==> config.mk <==
export PLATFORM = sky130hd
export DESIGN_NAME = lru_cache_lookup
export DESIGN_NICKNAME = d
export VERILOG_FILES = /design/src/design/lcl_pkg.sv /design/src/design/lcl_ctrl.sv /design/src/design/lcl_datapath.sv /design/src/design/lru_cache_lookup.sv
export SDC_FILE = /design/constraint.sdc
export NUM_CORES = 1
export LEC_CHECK = 0
export BUFFER_PORTS_ARGS = -buffer_cell sky130_fd_sc_hd__buf_2
export CAP_MARGIN = 20
export CORE_MARGIN = 2
export CORE_UTILIZATION = 63
export DETAILED_ROUTE_END_ITERATION = 7
export PLACE_DENSITY = 0.81
export SETUP_SLACK_MARGIN = 0.02
export SYNTH_ARGS = -nofsm -noshare
export SYNTH_HDL_FRONTEND = slang
export SYNTH_SLANG_ARGS = --single-unit
==> constraint.sdc <==
create_clock -name clock -period 3.9 [get_ports clock]
set_input_delay 0.195 -clock clock [delete_from_list [all_inputs] [get_ports clock]]
set_output_delay 0.195 -clock clock [all_outputs]
set_load 0.02 [all_outputs]
==> src/design/lcl_pkg.sv <==
// ----------------------------------------------------------------------------
// LRU cache lookup package
// Shared constants and control/status types of the lookup block.
// ----------------------------------------------------------------------------
package lcl_pkg;

   localparam int CAP_BITS = 5;
   localparam logic [CAP_BITS-1:0] CAP_RESET = 5'd16;
   localparam int RSP_BITS = 8;

   typedef struct packed {
      logic load_key;
      logic lookup;
      logic update;
   } ctl_cmd_type;

   typedef struct packed {
      logic out_free;
   } dp_sts_type;

endpackage

==> src/design/lcl_ctrl.sv <==
// ----------------------------------------------------------------------------
// LRU cache lookup controller
// Sequences one word through key load, tag compare and store update.
// ----------------------------------------------------------------------------
module lcl_ctrl
   import lcl_pkg::*;
(
   input  logic        clock,
   input  logic        reset,
   input  logic        req_tvalid,
   output logic        req_tready,
   input  dp_sts_type  sts,
   output ctl_cmd_type cmd
);

   localparam logic [1:0] ST_IDLE   = 2'd0;
   localparam logic [1:0] ST_LOOKUP = 2'd1;
   localparam logic [1:0] ST_UPDATE = 2'd2;

   logic [1:0] state_ff;
   logic [1:0] state_in;

   assign req_tready = (state_ff == ST_IDLE);

   always_comb begin
      state_in     = state_ff;
      cmd.load_key = 1'b0;
      cmd.lookup   = 1'b0;
      cmd.update   = 1'b0;
      case (state_ff)
         ST_IDLE: begin
            if (req_tvalid) begin
               cmd.load_key = 1'b1;
               state_in     = ST_LOOKUP;
            end
         end
         ST_LOOKUP: begin
            cmd.lookup = 1'b1;
            state_in   = ST_UPDATE;
         end
         ST_UPDATE: begin
            // hold until the output register can take the result
            if (sts.out_free) begin
               cmd.update = 1'b1;
               state_in   = ST_IDLE;
            end
         end
         default: begin
            state_in = ST_IDLE;
         end
      endcase
   end

   always_ff @(posedge clock) begin
      if (reset) begin
         state_ff <= ST_IDLE;
      end else begin
         state_ff <= state_in;
      end
   end

endmodule

==> src/design/lcl_datapath.sv <==
// ----------------------------------------------------------------------------
// LRU cache lookup datapath
// Key store, parallel tag compare, recency ranks and result register.
// ----------------------------------------------------------------------------
module lcl_datapath
   import lcl_pkg::*;
#(
   parameter int ENTRIES  = 16,
   parameter int KEY_BITS = 16
) (
   input  logic                clock,
   input  logic                reset,
   input  logic [KEY_BITS-1:0] key,
   input  logic                csr_we,
   input  logic [CAP_BITS-1:0] csr_wdata,
   input  ctl_cmd_type         cmd,
   output dp_sts_type          sts,
   output logic                out_valid,
   input  logic                out_ready,
   output logic                out_hit
);

   localparam int RANK_BITS  = (ENTRIES > 1) ? $clog2(ENTRIES) : 1;
   localparam int COUNT_BITS = $clog2(ENTRIES + 1);
   localparam int CW         = (COUNT_BITS > CAP_BITS) ? COUNT_BITS : CAP_BITS;

   logic [KEY_BITS-1:0]   key_ff;
   logic [KEY_BITS-1:0]   entry_key_ff [ENTRIES];
   logic [ENTRIES-1:0]    valid_ff;
   logic [RANK_BITS-1:0]  rank_ff [ENTRIES];
   logic [COUNT_BITS-1:0] occ_ff;
   logic [CAP_BITS-1:0]   cap_ff;

   logic [ENTRIES-1:0]    slot_ff;
   logic                  hit_ff;
   logic                  grow_ff;
   logic [COUNT_BITS-1:0] limit_ff;

   logic                  out_valid_ff;
   logic                  out_hit_ff;

   logic [ENTRIES-1:0]    match;
   logic [ENTRIES-1:0]    lru;
   logic [ENTRIES-1:0]    free;
   logic [ENTRIES-1:0]    free_first;
   logic [RANK_BITS-1:0]  hit_rank;
   logic                  hit;
   logic [CW-1:0]         eff_cap;
   logic                  full;
   logic [COUNT_BITS-1:0] occ_last;

   assign sts.out_free = !out_valid_ff || out_ready;
   assign out_valid    = out_valid_ff;
   assign out_hit      = out_hit_ff;

   assign occ_last = occ_ff - COUNT_BITS'(1);

   // parallel compare: ranks stay dense, so the oldest entry is rank occupancy-1
   always_comb begin
      hit_rank = '0;
      for (int i = 0; i < ENTRIES; i++) begin
         match[i] = valid_ff[i] && (entry_key_ff[i] == key_ff);
         lru[i]   = valid_ff[i] && (COUNT_BITS'(rank_ff[i]) == occ_last);
         hit_rank = hit_rank | (match[i] ? rank_ff[i] : '0);
      end
   end

   assign hit        = |match;
   assign free       = ~valid_ff;
   assign free_first = free & (~free + ENTRIES'(1));

   always_comb begin
      eff_cap = CW'(cap_ff);
      if (eff_cap == '0) begin
         eff_cap = CW'(1);
      end else if (eff_cap > CW'(ENTRIES)) begin
         eff_cap = CW'(ENTRIES);
      end
   end

   assign full = CW'(occ_ff) >= eff_cap;

   always_ff @(posedge clock) begin
      if (cmd.load_key) begin
         key_ff <= key;
      end
      if (cmd.lookup) begin
         hit_ff  <= hit;
         grow_ff <= !hit && !full;
         if (hit) begin
            slot_ff  <= match;
            limit_ff <= COUNT_BITS'(hit_rank);
         end else if (full) begin
            slot_ff  <= lru;
            limit_ff <= occ_last;
         end else begin
            slot_ff  <= free_first;
            limit_ff <= COUNT_BITS'(ENTRIES);
         end
      end
      if (cmd.update) begin
         out_hit_ff <= hit_ff;
         for (int i = 0; i < ENTRIES; i++) begin
            if (slot_ff[i]) begin
               entry_key_ff[i] <= key_ff;
            end
         end
      end
   end

   always_ff @(posedge clock) begin
      if (reset) begin
         valid_ff     <= '0;
         occ_ff       <= '0;
         cap_ff       <= CAP_RESET;
         out_valid_ff <= 1'b0;
         for (int i = 0; i < ENTRIES; i++) begin
            rank_ff[i] <= '0;
         end
      end else begin
         if (csr_we) begin
            cap_ff <= csr_wdata;
         end
         if (cmd.update) begin
            out_valid_ff <= 1'b1;
            if (grow_ff) begin
               occ_ff <= occ_ff + COUNT_BITS'(1);
            end
            for (int i = 0; i < ENTRIES; i++) begin
               if (slot_ff[i]) begin
                  valid_ff[i] <= 1'b1;
                  rank_ff[i]  <= '0;
               end else if (valid_ff[i] && (COUNT_BITS'(rank_ff[i]) < limit_ff)) begin
                  rank_ff[i] <= rank_ff[i] + RANK_BITS'(1);
               end
            end
         end else if (out_ready) begin
            out_valid_ff <= 1'b0;
         end
      end
   end

endmodule

==> src/design/lru_cache_lookup.sv <==
// ----------------------------------------------------------------------------
// LRU cache lookup
// Fully associative key store with least-recently-used replacement.
// ----------------------------------------------------------------------------
// Usage:
//   req_* carries one key per word; rsp_* returns one word per key with the
//   hit flag in bit 0 (1 = key was present, 0 = miss, key now inserted).
//   A miss on a full store evicts the least recent key first.
//   csr_we/csr_wdata write the capacity; write it only while the block idles.
//   Capacity 0 acts as 1, values above ENTRIES act as ENTRIES.
// Sequence:
//   An accepted key passes the tag compare over all entries, then the rank and
//   store update, each a state of the controller; its result word is
//   registered in the output register. No new key is accepted before the
//   update of the previous key is done.
// Reset:
//   Synchronous; empties the store and sets capacity to 16. A new key is
//   taken in the cycle right after reset.
// Stall:
//   The result waits in an output register; the next key is accepted and
//   compared meanwhile, and its update holds until the register frees up.
// ----------------------------------------------------------------------------
module lru_cache_lookup
   import lcl_pkg::*;
#(
   parameter int ENTRIES  = 16,
   parameter int KEY_BITS = 16
) (
   input  logic                                clock,
   input  logic                                reset,
   input  logic                                req_tvalid,
   output logic                                req_tready,
   input  logic [((KEY_BITS + 7) / 8) * 8-1:0] req_tdata,  // key
   output logic                                rsp_tvalid,
   input  logic                                rsp_tready,
   output logic [RSP_BITS-1:0]                 rsp_tdata,  // hit
   input  logic                                csr_we,
   input  logic [CAP_BITS-1:0]                 csr_wdata
);

   ctl_cmd_type cmd;
   dp_sts_type  sts;
   logic        out_hit;

   lcl_ctrl u_ctrl (
      .clock      (clock),
      .reset      (reset),
      .req_tvalid (req_tvalid),
      .req_tready (req_tready),
      .sts        (sts),
      .cmd        (cmd)
   );

   lcl_datapath #(
      .ENTRIES  (ENTRIES),
      .KEY_BITS (KEY_BITS)
   ) u_datapath (
      .clock     (clock),
      .reset     (reset),
      .key       (req_tdata[KEY_BITS-1:0]),
      .csr_we    (csr_we),
      .csr_wdata (csr_wdata),
      .cmd       (cmd),
      .sts       (sts),
      .out_valid (rsp_tvalid),
      .out_ready (rsp_tready),
      .out_hit   (out_hit)
   );

   assign rsp_tdata = {{(RSP_BITS - 1){1'b0}}, out_hit};

endmodule

=== Yosys cells after proc, flatten, opt, wreduce, memory -nomap -nowiden ===
Memory sizes are Yosys's and may differ from the RTL's.
Index checks and enable logic that the tools add are counted.

* Reduce and logical (&&, ||, !) cells: 75
* Magnitude comparators: 18
* Add/sub/neg operators: 19
* Equal/unequal tests: 36
* Bitwise gates (word level): 50
* Muxes and demuxes: 226

{| class="wikitable"
|+ Operators by type and width
! cell !! number
|-
| 16-bit equality test || 16
|-
| 4-bit 2-to-1 mux || 49
|-
| 1-bit 2-to-1 mux || 169
|-
| 4-bit by 5-bit equality test with 1-bit output || 16
|-
| 4-bit by 5-bit < comparator with 1-bit output || 16
|-
| 4-bit by 1-bit adder with 4-bit output (second input constant) || 16
|-
| 4-bit OR || 15
|-
| 1-bit logical AND || 49
|-
| 2-bit AND reduction || 18
|-
| 16-bit 2-to-1 mux || 2
|-
| 16-bit inverter || 2
|-
| 1-bit OR || 32
|-
| 16-bit by 1-bit adder with 16-bit output (second input constant) || 1
|-
| 16-bit bitwise AND || 1
|-
| 16-bit OR reduction || 1
|-
| 5-bit 2-to-1 mux || 3
|-
| 2-bit case mux with 3 select lines || 1
|-
| 5-bit by 1-bit adder with 5-bit output (second input constant) || 1
|-
| 5-bit greater-or-equal comparator || 1
|-
| 5-bit > comparator (second input constant) || 1
|-
| 5-bit zero test || 1
|-
| 5-bit by 1-bit subtractor with 5-bit output (second input constant) || 1
|-
| 2-bit 2-to-1 mux || 2
|-
| 2-bit inequality test (second input constant) || 2
|-
| other kinds (6) || 8
|}

* Word-level logic and storage cells: 453
* Input port bits: 26
* Memories kept: 2
* Flip-flop bits (word level): 69
* Memory bits (writable): 320

{| class="wikitable"
|+ Memory list
! memory !! words !! bits a word !! rd ports !! clocked after memory_dff !! wr ports !! line !! text
|-
| u_datapath.entry_key_ff || 16 || 16 || 16 || 0 || 16 || lcl_datapath.sv:28 || <nowiki>logic [KEY_BITS-1:0] entry_key_ff [ENTRIES];</nowiki>
|-
| u_datapath.rank_ff || 16 || 4 || 16 || 0 || 16 || lcl_datapath.sv:30 || <nowiki>logic [RANK_BITS-1:0] rank_ff [ENTRIES];</nowiki>
|}

=== Logic depth before layout (Yosys ltp) ===
Gate-level depths: netlist of the first run.
An unclocked memory read counts as a cell.

* Depth in word-level cells: 20
* Mapped depth: 12
* Depth with buffers taken out: 11

=== Hierarchy ===
From an unflattened synthesis of the first run, not the netlist that was laid out.

* Cell total of the unflattened synthesis: 1491
* Area, all modules: 19387.3 sq um

{| class="wikitable"
|+ Modules (own cells, without submodules)
! module !! cells an instance !! area each (sq um) !! seq. area each (sq um) !! times used
|-
| lcl_datapath || 1473 || 19225.9 || 11350.9 || 1
|-
| lcl_ctrl || 9 || 97.6 || 40.0 || 1
|-
| lru_cache_lookup || 9 || 63.8 || 0.0 || 1
|}

=== Worst setup path before layout of the first run ===
No wires, ideal clock.

* Kind: reg2reg
* Start point: register u_datapath.occ_ff[0]
* End point: register u_datapath.slot_ff[2], data pin
* Clock period less this slack: 3.339 ns
* Arrival time: 3.074 ns
* Stages on the path, launching flop included: 13
* Library setup time: 0.265 ns
* Path buffers: 3
* Setup slack: 0.561 ns
* Cell sequence: dfxtp_1 buf_2 buf_1 inv_1 ha_1 nand2b_1 a21o_1 a21o_1 a211oi_1 or2_1 clkbuf_1 mux2i_1 o21ai_1

* Word-level cells in the longest chain between the ends: 5
* Elaborated cells between the ends (all ways): 6
* Classes of those cells: add/sub: 1; order compare: 1; eq/ne: 1; mux: 2; reduce/logical: 1

{| class="wikitable"
|+ RTL lines
! what !! line !! text
|-
| start, declared || lcl_datapath.sv:31 || <nowiki>logic [COUNT_BITS-1:0] occ_ff;</nowiki>
|-
| start signal, assigned || lcl_datapath.sv:127 || <nowiki>occ_ff <= occ_ff + COUNT_BITS'(1);</nowiki>
|-
| 5-bit by 1-bit subtractor with 5-bit output || lcl_datapath.sv:56 || <nowiki>assign occ_last = occ_ff - COUNT_BITS'(1);</nowiki>
|-
| named net u_datapath.occ_last[0] || lcl_datapath.sv:50 || <nowiki>logic [COUNT_BITS-1:0] occ_last;</nowiki>
|-
| 4-bit by 5-bit equality test with 1-bit output || lcl_datapath.sv:63 || <nowiki>lru[i] = valid_ff[i] && (COUNT_BITS'(rank_ff[i]) == occ_last);</nowiki>
|-
| 1-bit logical AND || lcl_datapath.sv:63 ||
|-
| 16-bit 2-to-1 mux || lcl_datapath.sv:93 || <nowiki>end else if (full) begin</nowiki>
|-
| 16-bit 2-to-1 mux || lcl_datapath.sv:90 || <nowiki>if (hit) begin</nowiki>
|-
| end signal, assigned || lcl_datapath.sv:91 || <nowiki>slot_ff <= match;</nowiki>
|-
| end signal, assigned || lcl_datapath.sv:94 || <nowiki>slot_ff <= lru;</nowiki>
|-
| end signal, assigned || lcl_datapath.sv:97 || <nowiki>slot_ff <= free_first;</nowiki>
|-
| end, declared || lcl_datapath.sv:34 || <nowiki>logic [ENTRIES-1:0] slot_ff;</nowiki>
|}

The timed path passes the listed nets, and every way through them passes these cells.
A chain may end at the register's enable or synchronous reset.

=== Final worst setup path of the first run ===
* Start point: register u_datapath.key_ff[11]
* End point: register u_datapath.limit_ff[3], data pin

* Word-level cells in the longest chain between the ends: 19
* Elaborated cells between the ends (all ways): 65
* Classes of those cells: eq/ne: 16; mux: 17; bitwise: 15; reduce/logical: 17

{| class="wikitable"
|+ RTL lines
! what !! line !! text
|-
| start, declared || lcl_datapath.sv:27 || <nowiki>logic [KEY_BITS-1:0] key_ff;</nowiki>
|-
| start signal, assigned || lcl_datapath.sv:85 || <nowiki>key_ff <= key;</nowiki>
|-
| 16-bit equality test || lcl_datapath.sv:62 || <nowiki>match[i] = valid_ff[i] && (entry_key_ff[i] == key_ff);</nowiki>
|-
| 1-bit logical AND || lcl_datapath.sv:62 ||
|-
| 4-bit 2-to-1 mux || lcl_datapath.sv:64 || <nowiki>hit_rank = hit_rank | (match[i] ? rank_ff[i] : '0);</nowiki>
|-
| 4-bit OR (15 in series) || lcl_datapath.sv:64 ||
|-
| 4-bit 2-to-1 mux * || lcl_datapath.sv:90 ||
|-
| end signal, assigned || lcl_datapath.sv:92 || <nowiki>limit_ff <= COUNT_BITS'(hit_rank);</nowiki>
|-
| end signal, assigned || lcl_datapath.sv:95 || <nowiki>limit_ff <= occ_last;</nowiki>
|-
| end signal, assigned || lcl_datapath.sv:98 || <nowiki>limit_ff <= COUNT_BITS'(ENTRIES);</nowiki>
|-
| end, declared || lcl_datapath.sv:37 || <nowiki>logic [COUNT_BITS-1:0] limit_ff;</nowiki>
|}

Every way passes the cells marked *; elsewhere a longest branch is shown, timed or not.

==> summary.md, run 1 <==
| Metric | Value |
|---|---|
| Reported net switching power | 2150 µW |
| Status | completed |
| CP Data Arrival Time | 3.60 ns |
| Ys async rst share | 0% |
| Net Sw Frac | 22.8% |
| CTS clk-pin slew, worst paths | 0.07 ns |
| Post-DP HPWL | 31200 µm |
| Met2 GRT Util | 51.3% |
| Min cycle time layout | 3.33 ns |
| TritonCTS Buffers | 40 |
| Final TNS setup | 0 ns |
| Netlist Area Pre-Place | 19400 µm² |
| Type of the most critical hold path | in -> reg |
| Worst EP required | 4.16 ns |
| Fraction of layout cells with a size suffix above 1 | 11.7% |
| Clock share of power | 41.4% |
| Port bufs | 28 |
| Starting Density | 63.6% |
| WL per Instance | 23.3 µm |
| Synth Flop Type | edfxtp_1 |
| Layout Area Growth over Synthesis | 12.7% |
| WL final | 48100 µm |
| Clk_lat worst skew | 0.55 ns |
| Critical Path Source | u_datapath.key_ff[11] |
| RD Place Congestion | 1.02 |
| Final Max Slew Viols | 0 |
| RSZ-0062 raised after global routing | false |
| Die area | 32100 µm² |
| Avg Vias per Cell | 6.18 |
| Finished Cell Area | 21800 µm² |
| P per Cell Area | 433 nW/µm² |
| Grt total ovfl | 0 |
| Crit path to | u_datapath.limit_ff[3] |
| YS warnings | 0 |
| Hold Fails Final Rpt | 0 |
| Initial antenna violation count | 0 |
| FF-to-FF End | u_datapath.limit_ff[3] |
| Post-Synthesis Cells | 1520 |
| Largest net degree at the start of global routing | 45 |
| Post-CTS Setup Inserts | 0 |
| Number of synthesized flops with an enable pin | 360 |
| CORE AREA | 30400 µm² |
| Post-layout util | 71.7% |
| Nets@finish | 1733 |
| Most used routing layer in global routing | met2 |
| DIE WIDTH | 179 µm |
| Distinct cells, synth | 50 |
| H-tree depth | 2 |
| Max-cap violations | 0 |
| Max Freq | 300 MHz |
| Sequential Power Share | 50.7% |
| Syn_area_per_cell | 12.7 µm² |
| Global-route wire length before repair | 74000 µm |
| Antenna Violating Nets Remaining | 0 |
| Setup CP Type | reg -> reg |
| Clock Tree Buf Depth | 3 |
| Number of diodes | 0 |
| # IOs | 36 |
| Fillcell total | 1980 |
| Startpoint types | flip-flop |
| R2R depth | 9 |
| Slew of the pin with the lowest slew margin | 1.09 ns |
| Internal Power | 7290 µW |
| Flops & latches, synth | 389 |
| Final Setup Violations | 0 |
| DRT Pass-1 Iters | 6 |
| Crit-path max FO | 18 |
| Met1 Use GR | 40.0% |
| Setup crit end kind | flip-flop |
| GRT met3 Usage | 4.79% |
| Period utilisation layout | 85.5% |
| Reg-to-Reg Start | u_datapath.key_ff[11] |
| Vias in the first global route | 12900 |
| Leakage | 0.00769 µW |
| CTS Root Buffer Type | clkbuf_16 |
| Clock sink count | 389 |
| Register area share after synthesis | 58.8% |
| Setup Skew | 0.0304 ns |
| Drt drc | 0 |
| Vias | 12800 |
| Site Rows | 64 |
| DP Area | 20200 µm² |
| Total global routing track utilization | 30.8% |
| Detailed Route Iter0 Violations | 1296 |
| Headroom to the max-slew limit | 26.7% |
| Reg2Reg Setup Slack | 0.57 ns |
| Comb pwr share | 7.9% |
| TritonCTS clock tree | built |
| Die Span Y | 179 µm |
| Worst vdd ir | 0.462 mV |
## power groups by stage
| stage | registers, µW | logic (µW) | clock network, µW |
|---|---|---|---|
| final | 4790 | 749 | 3910 |
| after global routing | 4790 | 814 | 4100 |
| after CTS | 4780 | 745 | 3920 |
| after detailed placement | 4870 | 714 | 0 |
| after global placement | 4860 | 687 | 0 |
| after floorplan | 4840 | 519 | 0 |
## Yosys cell counts, types with 2 or more instances
cell type | instances | area (µm²)
nor2_1 | 141 | 529
buf_4 | 22 | 165
a21boi_0 | 3 | 22.5
nor3_1 | 38 | 190
xnor2_1 | 292 | 2560
xor2_1 | 66 | 578
and2_1 | 9 | 56.3
nor4_1 | 20 | 125
edfxtp_1 | 360 | 10800
clkbuf_1 | 14 | 52.6
ha_1 | 71 | 888
buf_1 | 3 | 11.3
or4_1 | 2 | 15.0
a31oi_1 | 2 | 12.5
inv_1 | 61 | 229
o31ai_1 | 3 | 22.5
mux2i_1 | 7 | 70.1
nand2_1 | 41 | 154
nand4_1 | 59 | 369
nor3b_1 | 2 | 15.0
nor4_2 | 5 | 62.6
a21o_1 | 28 | 210
buf_8 | 10 | 150
nand3_1 | 92 | 460
a21oi_1 | 26 | 130
nor4b_1 | 2 | 17.5
buf_6 | 10 | 113
o21ai_0 | 3 | 15.0
o2111ai_1 | 32 | 280
buf_2 | 7 | 35.0
nor2b_1 | 3 | 18.8
nand2b_1 | 25 | 156
o21ai_1 | 16 | 80.1
dfxtp_1 | 29 | 581
## critical path, stage by stage, from the launching register on
cell and delay [ns]:
edfxtp_1 0.63, buf_4 0.28, xnor2_1 0.22, nand4_1 0.14, nor4_1 0.49, nand4_1 0.43
nand4_1 0.21, or4_1 0.24, buf_4 0.29, o31ai_1 0.11
## per-stage QoR
stage / total power, µW / hold slack, ns / cells / worst slack [ns]
2_1_floorplan: 5360 / 0.294 / 1526 / 0.561
3_3_place_gp: 5550 / 0.372 / 1966 / 0.776
3_5_place_dp: 5580 / 0.373 / 1966 / 0.685
4_1_cts: 9450 / 0.00765 / 2062 / 0.615
5_1_grt: 9710 / 0.0332 / 2062 / 0.513
6_report: 9450 / 0.0106 / 2062 / 0.565
## state kept, by name, summed over array words and instances, names as in the netlist
register and count:
u_ctrl.state_ff 2, u_datapath.cap_ff 5, u_datapath.entry_key_ff 256, u_datapath.grow_ff 1, u_datapath.hit_ff 1, u_datapath.key_ff 16, u_datapath.limit_ff 5, u_datapath.occ_ff 5
u_datapath.out_hit 1, u_datapath.out_valid 1, u_datapath.rank_ff 64, u_datapath.slot_ff 16, u_datapath.valid_ff 16
## what timing repair did
action	CTS	global route
hold endpoints to repair	22	0
resized for setup	0	0
hold buffers	24	0
## kinds of logic (layout without fill, tap and decap cells)
family	count (synthesis)	in the layout	synth area share (%)
adder cells (fa/ha/maj)	71	71	4.59
AO/OA/AOI/OAI	121	121	4.45
AND/OR/NAND/NOR	444	444	11.4
multiplexers	8	8	0.420
other	1	7	0.0194
buffers and inverters	127	267	3.90
XOR/XNOR	359	359	16.3
flip-flops	389	389	58.8
## routing by layer
| layer | vias up | share of wire [%] |
|---|---|---|
| met5 | - | 0 |
| li1 | 5694 | - |
| met3 | 157 | 8.6 |
| met4 | 0 | 4.7 |
| met1 | 6219 | 38 |
| met2 | 683 | 48 |
## worst min-delay path by stage
stage          cells after the start  slack, ns          start               endpoint
2_1_floorplan                      0       0.29   req_tdata[0]   u_datapath.key_ff[0]
3_3_place_gp                       1       0.37  req_tdata[15]  u_datapath.key_ff[15]
3_5_place_dp                       1       0.37   req_tdata[6]   u_datapath.key_ff[6]
4_1_cts                            3      0.008     rsp_tready   u_datapath.out_valid
5_1_grt                            3       0.03     rsp_tready   u_datapath.out_valid
6_report                           3       0.01     rsp_tready   u_datapath.out_valid
## cell usage in the layout, fill, tap and decap left out, types with 20 or more instances in the layout
| cell type | n |
|---|---|
| a21o_1 | 28 |
| a21oi_1 | 26 |
| buf_2 | 28 |
| buf_4 | 78 |
| clkbuf_16 | 40 |
| dfxtp_1 | 29 |
| dlygate4sd3_1 | 24 |
| edfxtp_1 | 360 |
| ha_1 | 71 |
| inv_1 | 61 |
| nand2_1 | 41 |
| nand2b_1 | 25 |
| nand3_1 | 92 |
| nand4_1 | 59 |
| nor2_1 | 141 |
| nor3_1 | 22 |
| nor4_1 | 20 |
| o2111ai_1 | 32 |
| xnor2_1 | 292 |
| xor2_1 | 65 |
## cell type report
| type | instances | area [µm²] | area share (%) |
|---|---|---|---|
| Timing Repair Buffer | 134 | 1050 | 4.79 |
| Sequential cell | 389 | 11400 | 52.2 |
| Multi-Input combinational cell | 1010 | 7320 | 33.6 |
| Clock buffer | 48 | 1040 | 4.77 |
| Tap cell | 396 | 495 | 2.27 |
| Clock inverter | 24 | 293 | 1.34 |
| Inverter | 61 | 229 | 1.05 |
Power figures use the tool's default switching activity.
==> inputs of run 2 (changes only) <==
CTS_CLUSTER_DIAMETER = 40   (was unset)
RECOVER_POWER = 25   (was unset)
==> run 2 against run 1 <==
Against the previous run:
- the flow now finishes with violations (max-capacitance violations, max-slew violations)
- routed wire length is essentially flat
- sequential share of layout area shrank 0.46 points
- cell area grew 0.89%
- global-route usage is essentially flat
- sequential power is essentially flat
- combinational power is essentially flat
- critical path type unchanged
- critical endpoint is now u_datapath.slot_ff[3]
- highest routed layer unchanged
==> summary.md, run 2 (synthesis gave the netlist of run 1 again) <==
| Metric | Value |
|---|---|
| Critical Path Source | u_datapath.key_ff[13] |
| DIE WIDTH | 179 µm |
| Max-cap violations | 1 |
| Post-DP HPWL | 31200 µm |
| Antenna Violating Nets Remaining | 0 |
| Reg2Reg Setup Slack | 0.56 ns |
| Die area | 32100 µm² |
| Clk_lat worst skew | 0.57 ns |
| Avg Vias per Cell | 6.14 |
| Nets@finish | 1743 |
| Setup CP Type | reg -> reg |
| Min-Delay Startpoint | csr_we |
| CTS Hold Bufs | 27 |
| Most common cell after layout, fill and taps aside | edfxtp_1 |
| Crit-path slowest cell | nor4_1 |
| TritonCTS Buffers | 47 |
| Startpoint types | flip-flop |
| Post-CTS Setup Inserts | 0 |
| Worst EP required | 4.19 ns |
| Min cycle time layout | 3.34 ns |
| Slew of the pin with the lowest slew margin | 2.44 ns |
| TritonCTS clock tree | built |
| Crit-path max cell delay | 0.65 ns |
| Detailed Route Iter0 Violations | 1248 |
| CTS clk-pin slew, worst paths | 0.06 ns |
| Grt total ovfl | 0 |
| CTS Root Buffer Type | clkbuf_16 |
| Status | finished with violations |
| Critical-path cell list | clkbuf_1 -> xnor2_1 -> nand4_1 -> nor4_1 -> buf_4 -> nand2_1 -> nand4_1 -> or4_1 -> buf_4 -> o21ai_1 |
| WHS Endpoint | u_datapath.cap_ff[3] |
| Commonest non-fill, non-tap cells in the layout | edfxtp_1, xnor2_1, nor2_1 |
| Bufs and invs on worst path | 3 |
| Largest register FFs | 256 |
| Final Max Slew Viols | 45 |
| Headroom to the max-slew limit | -62.7% |
| Number of diodes | 0 |
| DP Area | 20200 µm² |
| Regs by FF count | u_datapath.entry_key_ff (256), u_datapath.rank_ff (64) |
| R2R depth | 10 |
| # IOs | 36 |
| RSZ-0062 raised after global routing | false |
| Vias | 12800 |
| Global-route wire length before repair | 74000 µm |
| Worst Hold Depth | 3 |
| Max Freq | 299 MHz |
| Largest net degree at the start of global routing | 45 |
| Final Setup Violations | 0 |
| Tot Pwr | 9890 µW |
| Hold Fails Final Rpt | 0 |
| RD Place Congestion | 1.02 |
| Fraction of layout cells with a size suffix above 1 | 11.6% |
| Drt drc | 0 |
| Clock Tree Buf Depth | 3 |
| Die Span Y | 179 µm |
| Type of the most critical hold path | in -> reg |
| FF-to-FF End | u_datapath.slot_ff[3] |
| Initial antenna violation count | 0 |
| P per Cell Area | 449 nW/µm² |
| Setup Skew | 0.0254 ns |
| Port bufs | 28 |
| Largest register by flop count | u_datapath.entry_key_ff |
| WL per Instance | 23.2 µm |
| Setup crit end kind | flip-flop |
| WL final | 48200 µm |
| CORE AREA | 30400 µm² |
| Reg-to-Reg Start | u_datapath.key_ff[13] |
| Top delay family on crit path | simple AND/OR/NAND/NOR gates |
| Post-CTS sizing | 0 |
| Final TNS setup | 0 ns |
| Finished Cell Area | 22000 µm² |
| Total global routing track utilization | 30.8% |
| CP Data Arrival Time | 3.63 ns |
| Vias in the first global route | 13100 |
| Period utilisation layout | 85.7% |
| Failing checks | max-capacitance violations, max-slew violations |
| DRT Pass-1 Iters | 6 |
| Clock sink count | 389 |
| Leakage | 0.00775 µW |
| Site Rows | 64 |
| Layout Area Growth over Synthesis | 13.7% |
| H-tree depth | 2 |
| Starting Density | 63.6% |
| Hold WS | 0.0215 ns |
| Crit-path max FO | 18 |
| Worst vdd ir | 0.436 mV |
## run 2: cell types whose count changed in the layout (fill, tap and decap cells not counted)
cell and change:
clkbuf_1 +19, inv_6 +2, inv_16 +1, clkinv_16 -1
clkbuf_16 +7, buf_2 -3, clkinv_4 +2, clkinvlp_4 +3
dlygate4sd3_1 +3, buf_4 -10, clkinv_8 -1, clkinv_1 -6
## run 2: power breakdown
part           internal (µW)  leakage [µW]  total (µW)  switching (µW)
combinational            313       0.00342         748             435
clock                   2650      0.000741        4360            1710
sequential              4670       0.00359        4790             116
total                   7630       0.00775        9890            2260
## run 2: how the worst max path moves through the flow
stage	end	slack, ns	cells past startpoint
detailed placement	u_datapath.limit_ff[3]	0.69	9
finish	u_datapath.slot_ff[3]	0.56	10
CTS	u_datapath.slot_ff[3]	0.65	9
global placement	u_datapath.limit_ff[3]	0.78	10
global route	u_datapath.limit_ff[2]	0.46	9
floorplan	u_datapath.slot_ff[2]	0.56	12
## run 2: layout make-up
type | instances | area, µm²
clock buffers | 61 | 1240
clock inverters | 24 | 302
fillers | 1954 | 8410
inverters | 61 | 229
multi-input cells | 1010 | 7320
flip-flops and latches | 389 | 11400
well taps | 396 | 495
repair buffers | 137 | 1030
## run 2: per-stage QoR
stage / worst slack, ns / instances / utilization, %
3_5_place_dp: 0.685 / 1966 / 66.5
3_3_place_gp: 0.776 / 1966 / 66.5
6_report: 0.558 / 2078 / 72.3
4_1_cts: 0.655 / 2078 / 72.5
2_1_floorplan: 0.561 / 1526 / -
5_1_grt: 0.461 / 2078 / 72.3
## run 2: worst reg2reg max path: stages (launching register included)
cell      delay (ns)
edfxtp_1        0.63
clkbuf_1        0.31
xnor2_1         0.16
nand4_1         0.13
nor4_1          0.65
buf_4           0.25
nand2_1         0.12
nand4_1         0.15
or4_1           0.25
buf_4           0.29
o21ai_1         0.12
## run 2: metal layers
layer	global-route usage, %	wire, µm	share of wire, %	up-vias
met5	0	0	0	-
met3	4.86	4020	8.4	158
li1	-	-	-	5694
met4	15.5	2300	4.8	0
met1	39.8	18600	39	6214
met2	50.8	23200	48	689
==> inputs of run 3 (changes only) <==
CORE_UTILIZATION = 40   (was 63)
PLACE_DENSITY = 0.56   (was 0.81)
==> run 3 against run 2 <==
Against the previous run:
- the flow still finishes with violations (max-capacitance violations, max-slew violations)
- clock power up 16%
- sequential cell count unchanged
- register-to-register slack gained 0.09 ns
- sequential share of layout area is 1.2 points lower
- critical path depth decreased by 1
- sequential power about the same
- clock skew increased by 0.00083 ns
- hold slack improved by 0.064 ns
- setup slack gained 0.095 ns
- largest power group is now the clock network
==> summary.md, run 3 (synthesis gave the netlist of run 1 again) <==
| Metric | Value |
|---|---|
| Clock sink count | 389 |
| Layout Area Growth over Synthesis | 16.4% |
| Min cycle time layout | 3.25 ns |
| Max-cap violations | 1 |
| Setup CP Type | reg -> reg |
| Starting Density | 40.5% |
| Nets@finish | 1735 |
| Port bufs | 28 |
| Drt drc | 0 |
| WL per Instance | 20.8 µm |
| Avg Vias per Cell | 5.21 |
| Number of diodes | 0 |
| Clock Tree Buf Depth | 3 |
| Largest register by flop count | u_datapath.entry_key_ff |
| Multi-input logic area | 7320 µm² |
| CORE AREA | 47700 µm² |
| Post-CTS sizing | 0 |
| DP Area | 20400 µm² |
| Post-layout util | 47.2% |
| Type of the most critical hold path | in -> reg |
| Pre-CTS setup slack | 0.671 ns |
| Max Freq | 308 MHz |
| Hold Fails Final Rpt | 0 |
| Site Rows | 80 |
| DRT Pass-1 Iters | 5 |
| Largest register FFs | 256 |
| Vias | 12000 |
| Sequential cell area | 11400 µm² |
| Vias in the first global route | 12200 |
| Grt total ovfl | 0 |
| H-tree depth | 2 |
| Crit-path max FO | 11 |
| Fraction of layout cells with a size suffix above 1 | 12.0% |
| Final TNS setup | 0 ns |
| Final WS setup | 0.653 ns |
| Fillcell total | 4257 |
| Slew of the pin with the lowest slew margin | 2.43 ns |
| RD Place Congestion | 0.950 |
| # IOs | 36 |
| WL final | 47700 µm |
| TritonCTS clock tree | built |
| Most common cell after layout, fill and taps aside | edfxtp_1 |
| Final Setup Violations | 0 |
| Antenna Violating Nets Remaining | 0 |
| P per Cell Area | 469 nW/µm² |
| RSZ-0062 raised after global routing | false |
| Regs by FF count | u_datapath.entry_key_ff (256), u_datapath.rank_ff (64) |
| Die area | 50200 µm² |
| Detailed Route Iter0 Violations | 845 |
| Worst EP required | 4.23 ns |
| Setup crit end kind | flip-flop |
| Post-DP HPWL | 31100 µm |
| Global-route wire length before repair | 73300 µm |
| DIE WIDTH | 224 µm |
| Period utilisation layout | 83.2% |
| TritonCTS Buffers | 55 |
| Setup Skew | 0.0262 ns |
| CTS Hold Bufs | 28 |
| Finished Cell Area | 22500 µm² |
| Initial antenna violation count | 0 |
| Headroom to the max-slew limit | -61.9% |
| Final Max Slew Viols | 45 |
| Leakage | 0.00785 µW |
| CTS clk-pin slew, worst paths | 0.05 ns |
| Clk_lat worst skew | 0.62 ns |
| Commonest non-fill, non-tap cells in the layout | edfxtp_1, xnor2_1, nor2_1 |
| Startpoint types | flip-flop |
| CP Data Arrival Time | 3.58 ns |
| Hold WS | 0.0852 ns |
| Total global routing track utilization | 19.3% |
| Failing checks | max-capacitance violations, max-slew violations |
| Die Span Y | 224 µm |
| Post-CTS Setup Inserts | 0 |
| Worst vdd ir | 0.449 mV |
| Status | finished with violations |
| Largest net degree at the start of global routing | 45 |
| CTS Root Buffer Type | clkbuf_16 |
run 3: cell types whose count changed in the layout (fill, tap and decap cells not counted), sizes merged:
cell,previous run,this run
inv,64,66
clkinv,12,19
dlygate4sd3,27,28
clkinvlp,3,5
clkbuf,74,73
bufinv,6,8
buf,97,83
run 3: cell type report:
class | count | share of cell area, %
clock buffers | 63 | 6.29
clock inverters | 37 | 1.99
inverters | 61 | 1.02
multi-input cells | 1010 | 32.5
flip-flops and latches | 389 | 50.6
well taps | 615 | 3.42
repair buffers | 121 | 4.21
run 3: worst max-delay path: stages, from the launching register on:
cell	delay (ns)
edfxtp_1	0.58
clkbuf_1	0.57
xnor2_1	0.20
nand4_1	0.13
nor4_2	0.70
nand2_1	0.20
nand4_1	0.14
or4_1	0.14
buf_4	0.20
o21ai_1	0.09
run 3: where the power goes:
| group | internal (µW) | switching, µW |
|---|---|---|
| logic | 305 | 421 |
| clock network | 3150 | 1910 |
| registers | 4670 | 109 |
run 3: per-layer routing:
layer / GRT usage (%) / part of all wire, % / vias to the layer above
met5: 0 / 0 / -
met4: 7.51 / 3.0 / 0
met3: 3.10 / 5.3 / 91
met2: 30.6 / 45 / 328
met1: 26.7 / 46 / 5849
li1: - / - / 5702
run 3: metrics by stage:
step,cells,power (µW)
after floorplan,1526,5360
after global placement,2167,5560
after detailed placement,2167,5580
after CTS,2295,10700
after global routing,2296,10900
final,2296,10600
run 3: final timing paths:
path	from	depth (start not counted)	slack [ns]	to
hold reg to reg	u_datapath.hit_ff	0	0.47	u_datapath.out_hit
setup / recovery	u_datapath.key_ff[0]	9	0.65	u_datapath.slot_ff[12]
hold / removal	rsp_tready	3	0.09	u_datapath.out_valid
setup reg to reg	u_datapath.key_ff[0]	9	0.65	u_datapath.slot_ff[12]
